### src/design/tlrq_pkg.sv
// shared types and codes for the two-level ready queue dispatcher
`default_nettype none

package tlrq_pkg;

   // fixed width of the id field on both channels
   localparam int ID_FIELD_BITS = 16;

   // scheduling policy codes; the unused code behaves as fifo
   localparam logic [1:0] POLICY_FIFO     = 2'd0;
   localparam logic [1:0] POLICY_RR       = 2'd1;
   localparam logic [1:0] POLICY_FEEDBACK = 2'd2;

   // operation codes
   localparam logic MODE_PUSH = 1'b0;
   localparam logic MODE_POP  = 1'b1;

   // result status codes
   localparam logic [1:0] STATUS_PUSHED = 2'd0;
   localparam logic [1:0] STATUS_POPPED = 2'd1;
   localparam logic [1:0] STATUS_FULL   = 2'd2;
   localparam logic [1:0] STATUS_EMPTY  = 2'd3;

   typedef struct packed {
      logic                     mode;
      logic [ID_FIELD_BITS-1:0] process_id;
      logic                     arrived_new_or_blocked;
   } req_type;

   typedef struct packed {
      logic [1:0]               status;
      logic [ID_FIELD_BITS-1:0] served_id;
      logic                     preemptible;
   } rsp_type;

   // per-queue command from the dispatch control
   typedef struct packed {
      logic push;
      logic pop;
   } queue_cmd_type;

endpackage

`default_nettype wire

### src/design/tlrq_queue.sv
// one circular id queue: synchronous store, head pointer and fill count
`default_nettype none

module tlrq_queue #(
   parameter int QUEUE_DEPTH = 16,
   parameter int DATA_BITS   = 16
) (
   input  wire logic                               clock,
   input  wire logic                               reset,
   input  wire tlrq_pkg::queue_cmd_type            cmd,
   input  wire logic [DATA_BITS-1:0]               push_data,
   output logic [$clog2(QUEUE_DEPTH+1)-1:0]        count,
   output logic [DATA_BITS-1:0]                    rd_data
);

   localparam int ADDR_BITS = $clog2(QUEUE_DEPTH);
   localparam int CNT_BITS  = $clog2(QUEUE_DEPTH + 1);
   localparam int SUM_BITS  = CNT_BITS + 1;

   logic [DATA_BITS-1:0] store_mem [QUEUE_DEPTH];
   logic [ADDR_BITS-1:0] head_ff, head_in;
   logic [CNT_BITS-1:0]  count_ff, count_in;
   logic [DATA_BITS-1:0] rd_data_ff;
   logic [SUM_BITS-1:0]  tail_sum;
   logic [SUM_BITS-1:0]  tail_wrap;
   logic [ADDR_BITS-1:0] tail;

   // tail position is head plus count, wrapped once
   always_comb begin
      tail_sum = SUM_BITS'(head_ff) + SUM_BITS'(count_ff);
      if (tail_sum >= SUM_BITS'(QUEUE_DEPTH)) begin
         tail_wrap = tail_sum - SUM_BITS'(QUEUE_DEPTH);
      end else begin
         tail_wrap = tail_sum;
      end
      tail = tail_wrap[ADDR_BITS-1:0];
   end

   // pointer and count update
   always_comb begin
      head_in  = head_ff;
      count_in = count_ff;
      if (cmd.pop) begin
         if (head_ff == ADDR_BITS'(QUEUE_DEPTH - 1)) begin
            head_in = '0;
         end else begin
            head_in = head_ff + ADDR_BITS'(1);
         end
      end
      if (cmd.push && !cmd.pop) begin
         count_in = count_ff + CNT_BITS'(1);
      end else if (cmd.pop && !cmd.push) begin
         count_in = count_ff - CNT_BITS'(1);
      end
   end

   always_ff @(posedge clock) begin
      if (reset) begin
         head_ff  <= '0;
         count_ff <= '0;
      end else begin
         head_ff  <= head_in;
         count_ff <= count_in;
      end
   end

   // store write at tail, registered read at head
   always_ff @(posedge clock) begin
      if (cmd.push) begin
         store_mem[tail] <= push_data;
      end
      if (cmd.pop) begin
         rd_data_ff <= store_mem[head_ff];
      end
   end

   assign count   = count_ff;
   assign rd_data = rd_data_ff;

endmodule

`default_nettype wire

### src/design/two_level_ready_queue_dispatch_top.sv
// top level of the two-level ready queue dispatcher
//
// req channel: one transaction is a push of a process id or a pop of the next
// ready process. rsp channel: exactly one result per request, in order, with
// status, the id pushed or popped, and whether the round robin queue was used.
// csr channel: writes the 2-bit policy register; csr_ready is always high and
// writes are expected only while no request is in flight.
// Result path: the store read is registered at the accepting edge together
// with the work stage, and the output register loads from the work stage
// when it is free; rsp_valid rises once the output register holds the result.
// Throughput: one request per cycle while rsp is not stalled; the queue
// pointers and counts update at acceptance, so each request sees the state
// left by the one before it. The result passes through the store read
// register and then the output register.
// Reset empties both queues and sets the policy to fifo; no clearing pass is
// needed since entries are only read after being written.
// While rsp_stall is high the output register holds its result, one more
// request may be accepted and parked in the work stage, after which req_stall
// rises until the output drains.
`default_nettype none

module two_level_ready_queue_dispatch_top #(
   parameter int QUEUE_DEPTH = 16,
   parameter int ID_BITS     = 16
) (
   input  wire logic             clock,
   input  wire logic             reset,
   input  wire logic             req_valid,
   output logic                  req_stall,
   input  wire tlrq_pkg::req_type req_data,
   output logic                  rsp_valid,
   input  wire logic             rsp_stall,
   output tlrq_pkg::rsp_type     rsp_data,
   input  wire logic             csr_valid,
   output logic                  csr_ready,
   input  wire logic [1:0]       csr_data
);

   localparam int FIELD_BITS = tlrq_pkg::ID_FIELD_BITS;
   localparam int STORE_BITS = (ID_BITS < FIELD_BITS) ? ID_BITS : FIELD_BITS;
   localparam int CNT_BITS   = $clog2(QUEUE_DEPTH + 1);

   logic [1:0]            policy_ff;
   logic                  req_accept;
   logic                  out_free;
   logic                  s1_move;
   logic                  is_rr;
   logic                  is_fb;
   logic                  push_robin;
   logic                  pop_robin;
   logic                  use_robin;
   logic [CNT_BITS-1:0]   robin_count;
   logic [CNT_BITS-1:0]   plain_count;
   logic [CNT_BITS-1:0]   sel_count;
   logic                  op_ok;
   logic [STORE_BITS-1:0] id_kept;
   logic [STORE_BITS-1:0] robin_rd;
   logic [STORE_BITS-1:0] plain_rd;
   tlrq_pkg::queue_cmd_type robin_cmd;
   tlrq_pkg::queue_cmd_type plain_cmd;

   // work stage: the accepted transaction waiting for its store read
   logic                  s1_valid_ff, s1_valid_in;
   logic                  s1_pop_ff;
   logic                  s1_robin_ff;
   logic                  s1_ok_ff;
   logic [STORE_BITS-1:0] s1_id_ff;
   tlrq_pkg::rsp_type     s1_result;

   // output register
   logic                  rsp_valid_ff, rsp_valid_in;
   tlrq_pkg::rsp_type     rsp_data_ff;

   // policy register
   assign csr_ready = 1'b1;

   always_ff @(posedge clock) begin
      if (reset) begin
         policy_ff <= tlrq_pkg::POLICY_FIFO;
      end else if (csr_valid && csr_ready) begin
         policy_ff <= csr_data;
      end
   end

   // handshake control
   assign out_free    = !rsp_valid_ff || !rsp_stall;
   assign s1_move     = s1_valid_ff && out_free;
   assign req_stall   = s1_valid_ff && !s1_move;
   assign req_accept  = req_valid && !req_stall;
   assign s1_valid_in = req_accept || (s1_valid_ff && !s1_move);
   assign rsp_valid_in = s1_move || (rsp_valid_ff && rsp_stall);

   // queue selection from policy and current fill
   always_comb begin
      is_rr      = (policy_ff == tlrq_pkg::POLICY_RR);
      is_fb      = (policy_ff == tlrq_pkg::POLICY_FEEDBACK);
      push_robin = is_rr || (is_fb && req_data.arrived_new_or_blocked);
      pop_robin  = is_rr || (is_fb && (robin_count != '0));
      use_robin  = (req_data.mode == tlrq_pkg::MODE_POP) ? pop_robin : push_robin;
      sel_count  = use_robin ? robin_count : plain_count;
      if (req_data.mode == tlrq_pkg::MODE_POP) begin
         op_ok = (sel_count != '0);
      end else begin
         op_ok = (sel_count != CNT_BITS'(QUEUE_DEPTH));
      end
      id_kept = req_data.process_id[STORE_BITS-1:0];
   end

   // queue commands
   always_comb begin
      robin_cmd.push = req_accept && op_ok && use_robin &&
                       (req_data.mode == tlrq_pkg::MODE_PUSH);
      robin_cmd.pop  = req_accept && op_ok && use_robin &&
                       (req_data.mode == tlrq_pkg::MODE_POP);
      plain_cmd.push = req_accept && op_ok && !use_robin &&
                       (req_data.mode == tlrq_pkg::MODE_PUSH);
      plain_cmd.pop  = req_accept && op_ok && !use_robin &&
                       (req_data.mode == tlrq_pkg::MODE_POP);
   end

   tlrq_queue #(
      .QUEUE_DEPTH (QUEUE_DEPTH),
      .DATA_BITS   (STORE_BITS)
   ) u_robin_queue (
      .clock     (clock),
      .reset     (reset),
      .cmd       (robin_cmd),
      .push_data (id_kept),
      .count     (robin_count),
      .rd_data   (robin_rd)
   );

   tlrq_queue #(
      .QUEUE_DEPTH (QUEUE_DEPTH),
      .DATA_BITS   (STORE_BITS)
   ) u_plain_queue (
      .clock     (clock),
      .reset     (reset),
      .cmd       (plain_cmd),
      .push_data (id_kept),
      .count     (plain_count),
      .rd_data   (plain_rd)
   );

   // work stage registers
   always_ff @(posedge clock) begin
      if (reset) begin
         s1_valid_ff <= 1'b0;
      end else begin
         s1_valid_ff <= s1_valid_in;
      end
   end

   always_ff @(posedge clock) begin
      if (req_accept) begin
         s1_pop_ff   <= (req_data.mode == tlrq_pkg::MODE_POP);
         s1_robin_ff <= use_robin;
         s1_ok_ff    <= op_ok;
         s1_id_ff    <= id_kept;
      end
   end

   // result formation from the store read
   always_comb begin
      if (s1_pop_ff) begin
         if (s1_ok_ff) begin
            s1_result.status      = tlrq_pkg::STATUS_POPPED;
            s1_result.served_id   = FIELD_BITS'(s1_robin_ff ? robin_rd : plain_rd);
            s1_result.preemptible = s1_robin_ff;
         end else begin
            s1_result.status      = tlrq_pkg::STATUS_EMPTY;
            s1_result.served_id   = '0;
            s1_result.preemptible = 1'b0;
         end
      end else begin
         s1_result.status      = s1_ok_ff ? tlrq_pkg::STATUS_PUSHED
                                          : tlrq_pkg::STATUS_FULL;
         s1_result.served_id   = FIELD_BITS'(s1_id_ff);
         s1_result.preemptible = s1_robin_ff;
      end
   end

   // output register
   always_ff @(posedge clock) begin
      if (reset) begin
         rsp_valid_ff <= 1'b0;
      end else begin
         rsp_valid_ff <= rsp_valid_in;
      end
   end

   always_ff @(posedge clock) begin
      if (s1_move) begin
         rsp_data_ff <= s1_result;
      end
   end

   assign rsp_valid = rsp_valid_ff;
   assign rsp_data  = rsp_data_ff;

endmodule

`default_nettype wire

### config.mk
export PLATFORM = sky130hd
export DESIGN_NAME = two_level_ready_queue_dispatch_top
export DESIGN_NICKNAME = d
export VERILOG_FILES = /design/src/design/tlrq_pkg.sv /design/src/design/tlrq_queue.sv /design/src/design/two_level_ready_queue_dispatch_top.sv
export SDC_FILE = /design/constraint.sdc
export NUM_CORES = 1
export LEC_CHECK = 0
export ABC_AREA = 1
export BUFFER_PORTS_ARGS = -buffer_cell sky130_fd_sc_hd__buf_2
export CAP_MARGIN = 20
export CORE_ASPECT_RATIO = 1.5
export CORE_MARGIN = 5
export CORE_UTILIZATION = 50
export CTS_BUF_LIST = sky130_fd_sc_hd__clkbuf_8 sky130_fd_sc_hd__clkbuf_16
export DETAILED_ROUTE_END_ITERATION = 12
export GPL_TIMING_DRIVEN = 0
export PLACE_DENSITY = 0.66
export SLEW_MARGIN = 40
export SYNTH_ARGS = -nofsm -noshare
export SYNTH_HDL_FRONTEND = slang
export SYNTH_SLANG_ARGS = --single-unit
### constraint.sdc
create_clock -name clock -period 2.9 [get_ports clock]
set_input_delay 0.145 -clock clock [delete_from_list [all_inputs] [get_ports clock]]
set_output_delay 0.145 -clock clock [all_outputs]
set_load 0.005 [all_outputs]
==> metrics.csv <==
metric,value,unit
status,finished clean,
Hold Startpoint,req_data[3],
Worst slew margin,42.30,%
Reg2Reg Depth,7,
CTS root buf,clkbuf_16,
"wirelength, routed",64960,microns
clk buf depth,3,
Die Width,188.1,microns
WP data arrival,3260,ps
"Largest delay share family, worst path",buffers and inverters,
share of layout cells above drive strength 1,11.49,%
Async SR Flop Fraction,0,%
slowest CP cell,clkbuf_1,
Main synth FF type,edfxtp_1,
post-layout min period,2820,ps
Final Hold Fails,0,
Port Buf Inserts,45,
CTS tree,yes,
CP peak stage delay,550,ps
Worst Max-Slew Pin Slew,865.5,ps
chip height,277.2,microns
post-synthesis sequential area ratio,75.28,%
clk slew on worst S/H paths,70,ps
Worst path most repeated cell,clkbuf_1,
post-synth cell types,41,
final setup fails,0,
fin. max-slew vios,0,
# diodes,0,
Post-synth EDFFs,582,
CTS buffer count,52,
Netlist Area Pre-Place,0.02380,sq mm
fmax,354.6,MHz
largest net degree at the start of global routing,34,
Detailed Routing Iterations Pass 1,6,
DP Wirelength,41750,microns
vias post-DR,15550,
dpl ws,-153.6,ps
hold path depth,1,
Total Routing Usage GR,24.12,%
max cap viols,0,
Die ar.,0.05216,sq mm
register-to-register path setup slack,80,ps
initial DRC count,1678,
crit-path max FO,10,
Syn-to-layout area delta,16.06,%
GP Congestion,0.9650,
RSZ-0062 raised after global routing,no,
worst path required time,3340,ps
CTS sink count,604,
I/O pin cnt,47,
GRT overflow,0,
worst hold endpoint,u_robin_queue.store_mem[10][2],
Commonest cells post-synth,"582 x edfxtp_1, 341 x nor2_1, 269 x o21ai_0, 113 x nand2_1, 101 x clkbuf_1",
Worst setup SP type,register,
Post-route DRC,0,
PnR worst setup slack,79.73,ps
Stages on worst setup path,7,
Setup Crit Path Kind,register to register,
clk_skew,28.15,ps
"Cell Chain, Critical Path",clkbuf_1 -> clkbuf_1 -> clkbuf_2 -> nor2_1 -> o22ai_1 -> nand2_1 -> nand3_1,
"Clk Latency, worst-skew pair",600,ps
H-tree depth,2,
global-route wire length before repair,94960,microns
starting density of the core,50.16,%
vias per cell,5.998,
period utilization,97.25,%
syn avg cell area,13.20,sq um
Syn Inst Count,1803,
crit end category,register,
post-synth top area share,73.43,%
ANT nets after route,0,
Hold Path Class,input port to register,
post-layout util,58.21,%
final net count,1991,
vias in the first global route,15360,
Synth area leader,edfxtp_1,
Buf/Inv on CP,3,
worst vdd ir,0.4650,mV
Pleak,9.188,nW
syn_nets,1842,
Pwr Density,680.4,mW/mm^2
cell with the most instances after synthesis,edfxtp_1,
antenna violations before repair,0,
worst r2r dst,u_robin_queue.rd_data[15],
core area,0.04745,sq mm
post-synthesis register bit count,604,
WL per Instance,25.05,microns
FF-to-FF Start,u_robin_queue.head_ff[0],
"top cells by area, synth","edfxtp_1 73%, o21ai_0 5.7%, nor2_1 5.4%",
Synth Warn #,0,
num rows,98,
## final cells by class
| type | count | area (sq um) |
|---|---|---|
| fillers | 3633 | 19830 |
| flip-flops and latches | 604 | 17920 |
| multi-input cells | 1032 | 5520 |
| clock buffers | 53 | 1326 |
| repair buffers | 93 | 1023 |
| well taps | 600 | 750.7 |
| clock inverters | 42 | 439.2 |
| plain buffers | 106 | 405.4 |
| inverters | 63 | 241.5 |
## power by group
part | leakage, nW | switching [mW] | internal [mW]
registers | 5.44 | 0.0792 | 9.77
logic | 2.84 | 1.35 | 0.478
clock network | 0.900 | 3.06 | 4.05
total | 9.19 | 4.49 | 14.3
## how the worst max path moves through the flow
stage / start / endpoint
after global routing: req_data[17] / u_robin_queue.store_mem[7][13]
after floorplan: rsp_valid / u_plain_queue.store_mem[10][0]
final: u_robin_queue.head_ff[0] / u_robin_queue.rd_data[15]
after global placement: rsp_valid / u_plain_queue.store_mem[6][8]
after CTS: u_plain_queue.head_ff[0] / u_plain_queue.rd_data[0]
after detailed placement: s1_valid_ff / u_plain_queue.store_mem[6][8]
## cells in the final DEF (no fill, tap or decap), types with 10 or more instances in the layout
master | synthesis | layout
o21ai_0 | 269 | 269
nor2_1 | 341 | 309
dlygate4sd3_1 | 0 | 10
a21oi_1 | 19 | 18
clkbuf_1 | 101 | 99
dfxtp_1 | 22 | 22
buf_2 | 1 | 44
clkinv_2 | 0 | 15
o221ai_1 | 52 | 52
nand3_1 | 72 | 70
xor2_1 | 11 | 11
clkinv_1 | 3 | 10
inv_1 | 57 | 63
nor2_4 | 3 | 35
nand2_1 | 113 | 113
ha_1 | 12 | 12
o211ai_1 | 12 | 12
o22ai_1 | 76 | 76
clkbuf_16 | 0 | 53
o32ai_1 | 16 | 16
buf_12 | 0 | 32
edfxtp_1 | 582 | 582
## flip-flops by register name, summed over array words and instances, names as in the netlist
signal                   flops
u_robin_queue.head_ff        4
u_robin_queue.store_mem    256
s1_ok_ff                     1
u_plain_queue.store_mem    256
policy_ff                    2
u_robin_queue.count          5
rsp_data                    19
s1_valid_ff                  1
u_robin_queue.rd_data       16
rsp_valid                    1
s1_id_ff                    16
s1_robin_ff                  1
u_plain_queue.count          5
u_plain_queue.rd_data       16
u_plain_queue.head_ff        4
s1_pop_ff                    1
## metrics by stage
stage	instances	power [mW]	TNS [ps]	cell area [sq um]	hold slack [ps]
2_1_floorplan	1803	10.97	0	23800	214.1
3_3_place_gp	2448	11.67	-402040	24780	365.9
3_5_place_dp	2449	11.77	-29160	25040	376.3
4_1_cts	2584	18.84	0	27450	161.1
5_1_grt	2593	19.40	0	27620	43.90
6_report	2593	18.79	0	27620	54.86
## kinds of logic (layout without fill, tap and decap cells)
kind of cell / Yosys count / count (layout) / share of synthesized area, %
simple gates: 548 / 550 / 9.473
fa+ha+maj: 14 / 14 / 0.7990
xor+xnor: 15 / 15 / 0.5519
buf+inv: 169 / 357 / 2.697
other cells: 1 / 1 / 0.01576
compound gates: 452 / 452 / 11.19
flops: 604 / 604 / 75.28
## metal layers
| layer | vias up | wire length (microns) | GRT usage [%] |
|---|---|---|---|
| li1 | 6976 | - | - |
| met1 | 7671 | 22910 | 28.14 |
| met2 | 721 | 33840 | 42.88 |
| met3 | 185 | 3979 | 2.850 |
| met4 | 0 | 4229 | 13.84 |
| met5 | - | 0 | 0 |
## what timing repair did
action	4_1_cts	5_1_grt
gates cloned	0	2
endpoints found under the hold margin	15	0
hold buffers	10	0
pin swaps	20	6
resized for setup	2	5
buffers inserted	30	7
endpoints found under the setup margin	393	249
Power figures use the tool's default switching activity.
